### src/sv/u8d_pkg.sv
package u8d_pkg;

	localparam int unsigned CP_W        = 21;
	localparam int unsigned QUEUE_DEPTH = 4;

	localparam logic [CP_W-1:0] REPL_CP = 21'h00FFFD;

	// One request's worth of work for the back end: n_repl replacements,
	// then optionally one final result.
	typedef struct packed {
		logic [1:0]      n_repl;
		logic            has_fin;
		logic [CP_W-1:0] fin_cp;
		logic            fin_repl;
	} cmd_t;

endpackage

### src/sv/u8d_front.sv
module u8d_front (
	input  logic            clk,
	input  logic            arst_n,
	input  logic            push,
	output logic            full,
	input  logic [7:0]      text_byte,
	input  logic            end_of_text,
	input  logic            q_full,
	output logic            q_push,
	output u8d_pkg::cmd_t   q_cmd
);

	logic [1:0]                  exp_q, exp_d;
	logic [1:0]                  rcv_q, rcv_d;
	logic [u8d_pkg::CP_W-1:0]    pv_q, pv_d;

	logic                        fr_has, fr_repl, fr_open;
	logic [u8d_pkg::CP_W-1:0]    fr_cp, fr_val;
	logic [1:0]                  fr_need;
	logic [u8d_pkg::CP_W-1:0]    nv;
	logic [1:0]                  nr;
	logic                        accept;
	u8d_pkg::cmd_t               cmd;

	// decode of the byte as if no sequence were open
	always_comb begin
		fr_has  = 1'b0;
		fr_repl = 1'b0;
		fr_open = 1'b0;
		fr_cp   = {{(u8d_pkg::CP_W-8){1'b0}}, text_byte};
		fr_val  = '0;
		fr_need = 2'd0;
		if (text_byte inside {[8'h00:8'h7F]}) begin
			fr_has = 1'b1;
		end else if (text_byte inside {[8'hC0:8'hF7]}) begin
			if (text_byte inside {[8'hC0:8'hDF]}) begin
				fr_need = 2'd1;
				fr_val  = {{(u8d_pkg::CP_W-5){1'b0}}, text_byte[4:0]};
			end else if (text_byte inside {[8'hE0:8'hEF]}) begin
				fr_need = 2'd2;
				fr_val  = {{(u8d_pkg::CP_W-4){1'b0}}, text_byte[3:0]};
			end else begin
				fr_need = 2'd3;
				fr_val  = {{(u8d_pkg::CP_W-3){1'b0}}, text_byte[2:0]};
			end
			if (end_of_text) begin
				fr_has  = 1'b1;
				fr_cp   = u8d_pkg::REPL_CP;
				fr_repl = 1'b1;
			end else begin
				fr_open = 1'b1;
			end
		end else begin
			fr_has  = 1'b1;
			fr_cp   = u8d_pkg::REPL_CP;
			fr_repl = 1'b1;
		end
	end

	assign nv = {pv_q[u8d_pkg::CP_W-7:0], text_byte[5:0]};
	assign nr = rcv_q + 2'd1;

	always_comb begin
		cmd   = '0;
		exp_d = exp_q;
		rcv_d = rcv_q;
		pv_d  = pv_q;
		if (exp_q == 2'd0) begin
			cmd.has_fin  = fr_has;
			cmd.fin_cp   = fr_cp;
			cmd.fin_repl = fr_repl;
			if (fr_open) begin
				exp_d = fr_need;
				rcv_d = 2'd0;
				pv_d  = fr_val;
			end
		end else if (text_byte[7:6] == 2'b10) begin
			if (nr >= exp_q) begin
				cmd.has_fin = 1'b1;
				cmd.fin_cp  = nv;
				exp_d = 2'd0;
				rcv_d = 2'd0;
				pv_d  = '0;
			end else if (end_of_text) begin
				cmd.has_fin  = 1'b1;
				cmd.fin_cp   = u8d_pkg::REPL_CP;
				cmd.fin_repl = 1'b1;
				exp_d = 2'd0;
				rcv_d = 2'd0;
				pv_d  = '0;
			end else begin
				rcv_d = nr;
				pv_d  = nv;
			end
		end else begin
			// bad continuation: lead plus buffered bytes, then decode afresh
			cmd.n_repl   = (rcv_q >= 2'd2) ? 2'd3 : nr;
			cmd.has_fin  = fr_has;
			cmd.fin_cp   = fr_cp;
			cmd.fin_repl = fr_repl;
			exp_d = 2'd0;
			rcv_d = 2'd0;
			pv_d  = '0;
			if (fr_open) begin
				exp_d = fr_need;
				pv_d  = fr_val;
			end
		end
		if (end_of_text) begin
			exp_d = 2'd0;
			rcv_d = 2'd0;
			pv_d  = '0;
		end
	end

	assign full   = q_full;
	assign accept = push && !q_full;
	assign q_push = accept && ((cmd.n_repl != 2'd0) || cmd.has_fin);
	assign q_cmd  = cmd;

	always_ff @(posedge clk or negedge arst_n) begin
		if (!arst_n) begin
			exp_q <= 2'd0;
			rcv_q <= 2'd0;
			pv_q  <= '0;
		end else if (accept) begin
			exp_q <= exp_d;
			rcv_q <= rcv_d;
			pv_q  <= pv_d;
		end
	end

endmodule

### src/sv/u8d_fifo.sv
module u8d_fifo #(
	parameter int unsigned Depth = u8d_pkg::QUEUE_DEPTH
) (
	input  logic            clk,
	input  logic            arst_n,
	input  logic            wr_en,
	input  u8d_pkg::cmd_t   wr_cmd,
	output logic            q_full,
	input  logic            rd_en,
	output logic            q_valid,
	output u8d_pkg::cmd_t   rd_cmd
);

	localparam int unsigned PtrW = (Depth > 1) ? $clog2(Depth) : 1;
	localparam int unsigned CntW = $clog2(Depth + 1);
	localparam logic [PtrW-1:0] LastIdx = PtrW'(Depth - 1);
	localparam logic [CntW-1:0] FullCnt = CntW'(Depth);

	u8d_pkg::cmd_t    mem_q [Depth];
	logic [PtrW-1:0]  wp_q, rp_q;
	logic [CntW-1:0]  cnt_q;
	logic             do_wr, do_rd;

	assign q_full  = (cnt_q == FullCnt);
	assign q_valid = (cnt_q != '0);
	assign rd_cmd  = mem_q[rp_q];
	assign do_wr   = wr_en && !q_full;
	assign do_rd   = rd_en && q_valid;

	always_ff @(posedge clk) begin
		if (do_wr) begin
			mem_q[wp_q] <= wr_cmd;
		end
	end

	always_ff @(posedge clk or negedge arst_n) begin
		if (!arst_n) begin
			wp_q  <= '0;
			rp_q  <= '0;
			cnt_q <= '0;
		end else begin
			if (do_wr) begin
				wp_q <= (wp_q == LastIdx) ? '0 : wp_q + PtrW'(1);
			end
			if (do_rd) begin
				rp_q <= (rp_q == LastIdx) ? '0 : rp_q + PtrW'(1);
			end
			if (do_wr && !do_rd) begin
				cnt_q <= cnt_q + CntW'(1);
			end else if (do_rd && !do_wr) begin
				cnt_q <= cnt_q - CntW'(1);
			end
		end
	end

endmodule

### src/sv/u8d_back.sv
module u8d_back (
	input  logic                       clk,
	input  logic                       arst_n,
	input  logic                       q_valid,
	input  u8d_pkg::cmd_t              q_cmd,
	output logic                       q_pop,
	output logic                       empty,
	input  logic                       pop,
	output logic [u8d_pkg::CP_W-1:0]   code_point,
	output logic                       is_replacement,
	output logic                       last_of_run
);

	logic [1:0]                  done_q;
	logic                        ov_q;
	logic [u8d_pkg::CP_W-1:0]    cp_q;
	logic                        repl_q, last_q;
	logic                        load, emit_repl, last;

	assign load      = q_valid && (!ov_q || pop);
	assign emit_repl = (done_q < q_cmd.n_repl);
	assign last      = emit_repl ? ((done_q + 2'd1 == q_cmd.n_repl) && !q_cmd.has_fin) : 1'b1;
	assign q_pop     = load && last;

	always_ff @(posedge clk or negedge arst_n) begin
		if (!arst_n) begin
			done_q <= 2'd0;
			ov_q   <= 1'b0;
		end else begin
			if (q_pop) begin
				done_q <= 2'd0;
			end else if (load) begin
				done_q <= done_q + 2'd1;
			end
			if (load) begin
				ov_q <= 1'b1;
			end else if (pop) begin
				ov_q <= 1'b0;
			end
		end
	end

	always_ff @(posedge clk) begin
		if (load) begin
			cp_q   <= emit_repl ? u8d_pkg::REPL_CP : q_cmd.fin_cp;
			repl_q <= emit_repl ? 1'b1 : q_cmd.fin_repl;
			last_q <= last;
		end
	end

	assign empty          = !ov_q;
	assign code_point     = cp_q;
	assign is_replacement = repl_q;
	assign last_of_run    = last_q;

endmodule

### src/sv/utf8_stream_decoder.sv
// channel   | dir | request moves on         | payload
// ----------+-----+--------------------------+------------------------------------------
// byte in   | in  | push & !full             | text_byte, end_of_text
// result    | out | pop & !empty             | code_point, is_replacement, last_of_run
//
// One byte per cycle is taken while the command queue has room; a result leaves the
// output register one per cycle while pop is held. A byte that causes n results holds
// the back end until all n are loaded, so error runs of up to four results fill the
// queue and push back on full. Results pass through the command queue, then the output
// register. Reset is asynchronous; afterwards no sequence is open and both are empty.
module utf8_stream_decoder #(
	parameter int unsigned QueueDepth = u8d_pkg::QUEUE_DEPTH
) (
	input  logic                       clk,
	input  logic                       arst_n,
	input  logic                       push,
	output logic                       full,
	input  logic [7:0]                 text_byte,
	input  logic                       end_of_text,
	output logic                       empty,
	input  logic                       pop,
	output logic [u8d_pkg::CP_W-1:0]   code_point,
	output logic                       is_replacement,
	output logic                       last_of_run
);

	logic            q_push, q_full, q_pop, q_valid;
	u8d_pkg::cmd_t   wr_cmd, rd_cmd;

	u8d_front u_front (
		.clk         (clk),
		.arst_n      (arst_n),
		.push        (push),
		.full        (full),
		.text_byte   (text_byte),
		.end_of_text (end_of_text),
		.q_full      (q_full),
		.q_push      (q_push),
		.q_cmd       (wr_cmd)
	);

	u8d_fifo #(
		.Depth (QueueDepth)
	) u_fifo (
		.clk     (clk),
		.arst_n  (arst_n),
		.wr_en   (q_push),
		.wr_cmd  (wr_cmd),
		.q_full  (q_full),
		.rd_en   (q_pop),
		.q_valid (q_valid),
		.rd_cmd  (rd_cmd)
	);

	u8d_back u_back (
		.clk            (clk),
		.arst_n         (arst_n),
		.q_valid        (q_valid),
		.q_cmd          (rd_cmd),
		.q_pop          (q_pop),
		.empty          (empty),
		.pop            (pop),
		.code_point     (code_point),
		.is_replacement (is_replacement),
		.last_of_run    (last_of_run)
	);

endmodule

### config.mk
export PLATFORM = sky130hd
export DESIGN_NAME = utf8_stream_decoder
export DESIGN_NICKNAME = d
export VERILOG_FILES = /design/src/sv/u8d_pkg.sv /design/src/sv/u8d_front.sv /design/src/sv/u8d_fifo.sv /design/src/sv/u8d_back.sv /design/src/sv/utf8_stream_decoder.sv
export SDC_FILE = /design/constraint.sdc
export NUM_CORES = 1
export LEC_CHECK = 0
export BUFFER_PORTS_ARGS = -buffer_cell sky130_fd_sc_hd__buf_4
export CORE_ASPECT_RATIO = 0.75
export CORE_MARGIN = 2
export CORE_UTILIZATION = 55
export CTS_CLUSTER_SIZE = 10
export DETAILED_ROUTE_END_ITERATION = 10
export PLACE_DENSITY = 0.73
export SYNTH_ARGS = -nofsm -noshare
export SYNTH_HDL_FRONTEND = slang
export SYNTH_SLANG_ARGS = --single-unit
### constraint.sdc
create_clock -name clk -period 4 [get_ports clk]
set_input_delay 0.4 -clock clk [delete_from_list [all_inputs] [get_ports clk]]
set_output_delay 0.4 -clock clk [all_outputs]
set_load 0.02 [all_outputs]
==> out/qor.txt, run 1 <==
Clock transition at path regs -> 0.06 ns
Mapped Area -> 6250 µm²
Post-synthesis simple-gate area fraction -> 0.0722
Slew margin rel. -> 0.346
Kind of critical path -> register to register
Slew Viols, Final -> 0
DRT iter0 DRCs -> 291
Total Routing Usage GR -> 0.200
Pre-CTS WS -> 0.833 ns
#FFs+latches synth -> 152
Worst-margin pin slew -> 0.979 ns
Area delta synth->final -> 16.4%
Type of origin of the critical path -> register
Io pins -> 38
Syn_nets -> 396
Die ar. -> 12300 µm²
Worst path arrival time -> 3.52 ns
Antenna Cells -> 0
Initial Util -> 0.567
Max-capacitance violation count -> 0
Post-synthesis sequential area ratio -> 0.707
Clock Sinks -> 152
Final WL -> 10900 µm
# rows -> 33
# port buffers -> 37
RSZ-0062 raised after global routing -> false
Crit end category -> register
Hold buffer count at CTS -> 1
Main combinational cell family by area after synthesis -> multiplexers
Setup Skew -> 0.00731 ns
Post-Synthesis Cells -> 370
Die H -> 96.4 µm
Final worst slack -> 0.822 ns
Initial antenna violation count -> 0
Status -> finished, final reports clean
Adder-cell share of the synthesized area -> 0.0272
Logic pwr share -> 0.303
Clock Latency Late Sink -> 0.41 ns
Peak Freq -> 0.315 GHz
WHS -> 0.180 ns
Via count -> 3246
CTS tree -> built
Cell Chain, Critical Path -> inv_1, ha_1, ha_1, a2111oi_2, o21bai_1, o21a_1, ha_1, inv_1, fa_1, xor2_1, nor2_1, xor2_1
H-tree depth -> 4
Postcts setup bufs -> 0
CTS buffer count -> 17
Peak supply drop -> 400 µV
Critical Path Slowest Stage Cell -> fa_1
PD cells -> 752 nW/µm²
Pin count of the biggest net entering global routing -> 30
Share of power burned in registers -> 0.423
Total power -> 0.00548 W
Layout cells sized above 1 -> 0.291
Worst-path fanout max -> 7
DP HPWL -> 6880 µm
Drt pass-1 iters -> 5
Yosys cell types -> 45
DRT antenna net count -> 0
Hold Vio Cnt, Final -> 0
Pint -> 0.00385 W
Tcrit/Tclk final -> 0.795
Mapped Avg Cell Area -> 16.9 µm²
Global-route wire length before repair -> 17700 µm
NetSw -> 0.00162 W
HP Class -> input pin to register
GR Overflow Total -> 0
CP Data Required Time -> 4.34 ns
Routed length per instance -> 18.9 µm
Switching part of the total power -> 0.296
Clock root cell -> clkbuf_16
Synth Area in Compound Gates -> 0.0666
Most used cell, CP -> ha_1
Die Wd -> 127 µm
Maximum buffer depth of the clock tree -> 2
Yosys Warn Count -> 0
Via/cell ratio -> 5.64
Final period demand of the worst path -> 3.18 ns
P_leak -> 2.69 nW
Mux cell area share after synthesis -> 0.100
Post-CTS sizing -> 0
GPL Wtd Cong -> 0.849
Fin nets -> 450
Vias in the first global route -> 3366
Drt drc -> 0
Synth Area in XOR/XNOR -> 0.00700
Max incr delay on CP -> 0.42 ns
Clk pwr share -> 0.274
Core area -> 11000 µm²
TNS Setup -> 0 ns
Final Setup Violations -> 0
critical path, delay by kind of cell, from the launching register on:
family	cells	cell delay (ns)
compound gates	3	0.80
xor+xnor	2	0.32
fa+ha+maj	4	1.33
buf+inv	2	0.15
flops	1	0.38
simple gates	1	0.13
power by group through the flow:
stage	combinational (W)	sequential (W)	clock, W
3_3_place_gp	0.00164	0.00233	0
3_5_place_dp	0.00169	0.00235	0
4_1_cts	0.00170	0.00232	0.00152
2_1_floorplan	0.00103	0.00247	0
6_report	0.00166	0.00232	0.00150
5_1_grt	0.00183	0.00236	0.00159
final cells by class:
cell class / instances / area (µm²)
sequential: 152 / 4420
fill: 755 / 3740
multi-input combinational: 190 / 1710
clock buffer: 17 / 425
timing repair buffer: 48 / 363
tap: 140 / 175
clock inverter: 14 / 133
inverter: 15 / 56.3
cells in the mapped netlist (all sizes together):
master / n / share of area
edfxtp: 123 / 0.59
dfrtp: 29 / 0.12
mux4: 25 / 0.090
o21ai: 20 / 0.016
nor2: 19 / 0.013
or2: 18 / 0.018
inv: 15 / 0.0090
a22o: 14 / 0.020
ha: 12 / 0.024
nand2: 11 / 0.0066
nor2b: 10 / 0.010
and2: 9 / 0.0090
a21o: 8 / 0.0096
buf: 8 / 0.0082
a21oi: 6 / 0.0048
clkbuf: 5 / 0.0030
mux2: 5 / 0.010
a21boi: 3 / 0.0042
nand2b: 3 / 0.0030
nand3: 3 / 0.0024
nor3: 3 / 0.0024
xor2: 3 / 0.0042
and3: 2 / 0.0020
o211ai: 2 / 0.0024
o21bai: 2 / 0.0024
o41ai: 2 / 0.0040
xnor2: 2 / 0.0028
a2111oi: 1 / 0.0024
and3b: 1 / 0.0014
fa: 1 / 0.0032
nand3b: 1 / 0.0012
nand4: 1 / 0.0010
nor3b: 1 / 0.0012
o21a: 1 / 0.0012
or3: 1 / 0.0010
flip-flops by register name, indices dropped and copies added, names as in the netlist, 2 cells and up:
| signal | flops |
|---|---|
| u_front.pv_q | 15 |
| u_back.done_q | 2 |
| u_fifo.rp_q | 2 |
| u_front.exp_q | 2 |
| u_fifo.cnt_q | 3 |
| u_front.rcv_q | 2 |
| u_fifo.mem_q | 100 |
| u_back.code_point | 21 |
| u_fifo.wp_q | 2 |
routing by layer:
metal	vias up	global-route usage	routed length [µm]
li1	1524	-	-
met1	1627	0.269	4910
met2	87	0.316	5310
met3	8	0.0561	567
met4	0	0.0751	108
met5	-	0	0
path summary, 6_finish.rpt:
check / depth (start not counted) / end / slack, ns / from
max in group asynchronous: 2 / u_front.pv_q[11] / 3.26 / arst_n
min in group asynchronous: 2 / u_fifo.wp_q[1] / 0.46 / arst_n
setup reg to reg: 12 / u_fifo.cnt_q[2] / 0.82 / u_front.rcv_q[0]
hold / removal: 2 / u_back.ov_q / 0.18 / pop
hold reg to reg: 1 / u_fifo.cnt_q[2] / 0.49 / u_fifo.cnt_q[2]
setup / recovery: 12 / u_fifo.cnt_q[2] / 0.82 / u_front.rcv_q[0]
placed cells by master (no fill, tap or decap), types with 3 or more instances in the layout:
master,count
a21o_1,8
a21oi_1,6
a22o_1,14
and2_1,9
buf_4,47
clkbuf_16,17
clkinv_2,5
clkinvlp_4,3
dfrtp_1,29
edfxtp_1,123
ha_1,12
inv_1,15
mux4_2,25
nand2_1,11
nand2b_1,3
nand3_1,3
nor2_1,17
nor2b_1,10
nor3_1,3
o21ai_0,20
or2_2,17
xor2_1,3
through the flow:
stage          utilization  area (µm²)  instances
6_report             0.660        7280        576
5_1_grt              0.660        7280        576
4_1_cts              0.660        7280        576
3_5_place_dp         0.609        6710        544
3_3_place_gp         0.609        6710        544
2_1_floorplan            -        6250        370
logic make-up (layout without fill, tap and decap cells):
group                    after synthesis  count (layout)
flip-flops                           152             152
AND/OR/NAND/NOR                       83              83
AO/OA/AOI/OAI                         59              59
multiplexers                          30              30
buffers and inverters                 28              94
adder cells (fa/ha/maj)               13              13
XOR/XNOR                               5               5
No activity file was read; power rests on OpenSTA's default activity.
==> run 2, diff against run 1 <==
- clock period: 4 -> 3.3 ns (I/O delays scaled with it)
==> run 2 against run 1 <==
Final cell count is 0.69% higher. Die area did not move. Sequential power increased by 21%. Count of clock-buffer cells in the layout is the same. Critical endpoint is now u_fifo.cnt_q[1]. Largest cell class unchanged.
==> out/qor.txt, run 2 (synthesis gave the netlist of run 1 again) <==
Status -> finished, final reports clean
Die Wd -> 127 µm
Final Setup Violations -> 0
RSZ-0062 raised after global routing -> false
Fin nets -> 453
Setup Skew -> 0.00539 ns
Commonest non-fill, non-tap cells in the layout -> 123 x edfxtp_1, 50 x buf_4, 29 x dfrtp_1
Metal3 WL -> 381 µm
CTS buffer count -> 17
Met2 WL post-DR -> 5370 µm
Antenna Cells -> 0
Total Routing Usage GR -> 0.202
Worst-path fanout max -> 7
Fill cells -> 723
Final WL -> 11100 µm
Max reg flops -> 100
M1 WL -> 5130 µm
Clock root cell -> clkbuf_16
Total power -> 0.00700 W
Clock transition at path regs -> 0.06 ns
Final worst slack -> 0.208 ns
Post-Route Utilization -> 0.672
Routed length per instance -> 19.1 µm
Via count -> 3294
CTS tree -> built
Hold Vio Cnt, Final -> 0
Die H -> 96.4 µm
DP HPWL -> 6960 µm
GPL Wtd Cong -> 0.847
PD cells -> 945 nW/µm²
Peak Freq -> 0.323 GHz
Slew margin rel. -> 0.305
Pin count of the biggest net entering global routing -> 30
H-tree depth -> 4
Kind of critical path -> register to register
Crit end category -> register
Leading cell type in the layout, fill and taps excluded -> edfxtp_1
Via/cell ratio -> 5.68
Area delta synth->final -> 18.4%
DRT antenna net count -> 0
Initial antenna violation count -> 0
CP Data Required Time -> 3.61 ns
DRT iter0 DRCs -> 325
# rows -> 33
Multi-input logic area -> 1720 µm²
HP Class -> input pin to register
Io pins -> 38
Maximum buffer depth of the clock tree -> 2
Worst path arrival time -> 3.40 ns
Tcrit/Tclk final -> 0.937
Drt pass-1 iters -> 4
Drt drc -> 0
Top reg by flops -> u_fifo.mem_q
Initial Util -> 0.567
Die ar. -> 12300 µm²
Vias in the first global route -> 3387
Clock Latency Late Sink -> 0.42 ns
Worst-margin pin slew -> 1.04 ns
Top Metal Used -> met4
Max-capacitance violation count -> 0
GR Overflow Total -> 0
Pre-CTS WS -> 0.133 ns
# port buffers -> 37
Core area -> 11000 µm²
Global-route wire length before repair -> 18100 µm
Layout cells sized above 1 -> 0.302
Type of origin of the critical path -> register
Final period demand of the worst path -> 3.09 ns
Reg area -> 4420 µm²
Slew Viols, Final -> 0
TNS Setup -> 0 ns
Clock Sinks -> 152
Peak supply drop -> 461 µV
P_leak -> 2.75 nW
==> run 2: changes by cell type in the layout (fill, tap and decap cells not counted), sizes merged <==
cell / previous run / this run
buf: 47 / 50
bufinv: 2 / 5
clkinv: 8 / 6
clkinvlp: 3 / 2
inv: 16 / 17
==> run 2: cell type report <==
class | instances | area share
well taps | 140 | 0.0236
flip-flops and latches | 152 | 0.597
inverters | 15 | 0.00760
clock buffers | 17 | 0.0574
repair buffers | 51 | 0.0520
multi-input cells | 190 | 0.232
clock inverters | 15 | 0.0304
==> run 2: final timing paths <==
path | from | to | slack (ns) | cells past startpoint
hold reg to reg | u_fifo.cnt_q[2] | u_fifo.cnt_q[2] | 0.49 | 1
min in group asynchronous | arst_n | u_fifo.wp_q[0] | 0.37 | 2
max in group asynchronous | arst_n | u_front.pv_q[5] | 2.65 | 2
setup reg to reg | u_front.rcv_q[0] | u_fifo.cnt_q[1] | 0.21 | 10
setup / recovery | u_front.rcv_q[0] | u_fifo.cnt_q[1] | 0.21 | 10
hold / removal | pop | u_back.ov_q | 0.1 | 2
==> run 2: through the flow <==
step	hold slack [ns]	std cells	cell area, µm²
after floorplan	0.0344	370	6250
after global placement	0.272	546	6730
after detailed placement	0.275	546	6730
after CTS	0.0902	579	7390
after global routing	0.112	580	7410
final	0.0985	580	7410
==> run 2: critical path: stages (launching register included) <==
cell,delay (ns)
dfrtp_1,0.39
inv_1,0.08
ha_1,0.31
ha_1,0.33
a2111oi_2,0.42
o21bai_2,0.17
o21a_1,0.31
ha_1,0.24
inv_1,0.08
fa_1,0.39
mux2_2,0.26
==> run 2: report_power, final <==
group / switching, W / internal [W]
Clock: 0.000765 / 0.00135
Sequential: 0.000153 / 0.00265
Combinational: 0.00112 / 0.000960
==> run 2: layer usage <==
layer  vias to the layer above  track usage
met3                        14       0.0400
met2                        68        0.318
met4                         0       0.0925
li1                       1534            -
met1                      1678        0.278
met5                         -            0
==> run 2: what timing repair did <==
| item | 4_1_cts | 5_1_grt |
|---|---|---|
| endpoints found under the hold margin | 29 | 0 |
| setup buffers | 0 | 1 |
| hold buffers | 1 | 0 |
| endpoints found under the setup margin | 0 | 1 |
| resized for setup | 0 | 2 |
==> run 3, diff against run 2 <==
- MAX_ROUTING_LAYER: unset -> met4
==> run 3 against run 2 <==
First-iteration DRC count increased by 0.92%. Global-route usage increased by 0.66 points. Final cell count unchanged. Count of clock-buffer cells in the layout unchanged. Clock power about the same. Worst setup slack got worse by 0.0021 ns. Sequential cell count unchanged. Critical path type unchanged. Critical endpoint unchanged. Largest cell class unchanged.
==> out/qor.txt, run 3 (synthesis gave the netlist of run 1 again) <==
Antenna Cells -> 0
Hold Path Depth -> 2
Final Setup Violations -> 0
FF-to-FF setup slack -> 0.21 ns
Clock Sinks -> 152
# rows -> 33
PD cells -> 944 nW/µm²
Drt pass-1 iters -> 5
Dpl cells -> 546
Clock transition at path regs -> 0.06 ns
Pin count of the biggest net entering global routing -> 30
Type of origin of the critical path -> register
Initial Util -> 0.567
Vias in the first global route -> 3389
Worst r2r src -> u_front.rcv_q[0]
Worst-path fanout max -> 7
Maximum buffer depth of the clock tree -> 2
CP Data Required Time -> 3.60 ns
P_leak -> 2.75 nW
Io pins -> 38
Post-Route Utilization -> 0.672
Setup Skew -> 0.00842 ns
Reg2Reg Capture Point -> u_fifo.cnt_q[1]
Layout cells sized above 1 -> 0.302
Top reg by flops -> u_fifo.mem_q
Met2 WL post-DR -> 5400 µm
Crit end category -> register
Slew margin rel. -> 0.308
Kind of critical path -> register to register
R2R depth -> 10
Die ar. -> 12300 µm²
Initial antenna violation count -> 0
Clock root cell -> clkbuf_16
Peak Freq -> 0.323 GHz
Final Non-Filler Cells -> 580
Worst Hold Path EP -> u_back.ov_q
GPL Wtd Cong -> 0.861
Global-route wire length before repair -> 18100 µm
Fin nets -> 453
Status -> finished, final reports clean
H-tree depth -> 4
Slew Viols, Final -> 0
Clock Latency Late Sink -> 0.42 ns
DRT iter0 DRCs -> 328
Worst path arrival time -> 3.40 ns
Core area -> 11000 µm²
M1 WL -> 4980 µm
Worst-margin pin slew -> 1.04 ns
GR Overflow Total -> 0
CTS tree -> built
Die Wd -> 127 µm
TNS Setup -> 0 ns
Fill cells -> 723
Drt drc -> 0
CTS buffer count -> 17
Die H -> 96.4 µm
Commonest non-fill, non-tap cells in the layout -> 123 x edfxtp_1, 50 x buf_4, 29 x dfrtp_1
Via count -> 3328
HP Class -> input pin to register
Final WL -> 11100 µm
Total Routing Usage GR -> 0.208
RSZ-0062 raised after global routing -> false
Metal3 WL -> 559 µm
Hold Vio Cnt, Final -> 0
Tcrit/Tclk final -> 0.938
Peak supply drop -> 461 µV
Routed length per instance -> 19.1 µm
Via/cell ratio -> 5.74
DP HPWL -> 6960 µm
# port buffers -> 37
Leading cell type in the layout, fill and taps excluded -> edfxtp_1
Hold_sp -> pop
Top Metal Used -> met4
Area delta synth->final -> 18.4%
Final period demand of the worst path -> 3.09 ns
DRT antenna net count -> 0
Max-capacitance violation count -> 0
Max reg flops -> 100
==> run 3: cell counts in the layout (fill, tap and decap cells not counted) <==
No cell type changed its count.
==> run 3: worst max-delay path by stage <==
stage | start | endpoint | cells past startpoint
after floorplan | u_fifo.rp_q[0] | u_fifo.cnt_q[2] | 14
after global placement | u_front.rcv_q[0] | u_fifo.cnt_q[2] | 12
after detailed placement | u_front.rcv_q[0] | u_fifo.cnt_q[2] | 12
after CTS | u_front.rcv_q[0] | u_fifo.cnt_q[2] | 12
after global routing | u_front.rcv_q[0] | u_fifo.cnt_q[2] | 12
final | u_front.rcv_q[0] | u_fifo.cnt_q[1] | 10
==> run 3: per-stage QoR <==
stage	setup slack (ns)	hold slack (ns)	power [W]	cell area [µm²]
after floorplan	0.195	0.0344	0.00425	6250
after global placement	0.316	0.272	0.00484	6730
after detailed placement	0.133	0.275	0.00490	6730
after CTS	0.112	0.0902	0.00701	7390
after global routing	0.0141	0.109	0.00735	7410
final	0.206	0.102	0.00700	7410
==> run 3: layer usage <==
layer	vias to the layer above	GRT usage
met5	-	-
met4	0	0.0788
met3	12	0.0500
met2	95	0.318
met1	1690	0.278
li1	1531	-
==> run 3: critical path, cell delays in order (launching register included) <==
cell       delay (ns)
dfrtp_1          0.39
inv_1            0.08
ha_1             0.31
ha_1             0.33
a2111oi_2        0.42
o21bai_2         0.17
o21a_1           0.31
ha_1             0.24
inv_1            0.08
fa_1             0.39
mux2_2           0.26
==> run 3: cell type report <==
class                           count  area, µm²  share of cell area
Clock buffer                       17        425              0.0574
Clock inverter                     15        225              0.0304
Inverter                           15       56.3             0.00760
Sequential cell                   152       4420               0.597
Multi-Input combinational cell    190       1720               0.232
Tap cell                          140        175              0.0236
Timing Repair Buffer               51        385              0.0520
==> run 3: what timing repair did <==
| item | 4_1_cts | 5_1_grt |
|---|---|---|
| endpoints found under the setup margin | 0 | 1 |
| gates resized for setup | 0 | 2 |
| hold buffers | 1 | 0 |
| hold endpoints to repair | 29 | 0 |
| setup buffers | 0 | 1 |
==> run 3: where the power goes <==
group          switching (W)  internal (W)
Combinational        0.00112      0.000960
Clock               0.000760       0.00135
Sequential          0.000155       0.00265
Total                0.00204       0.00496
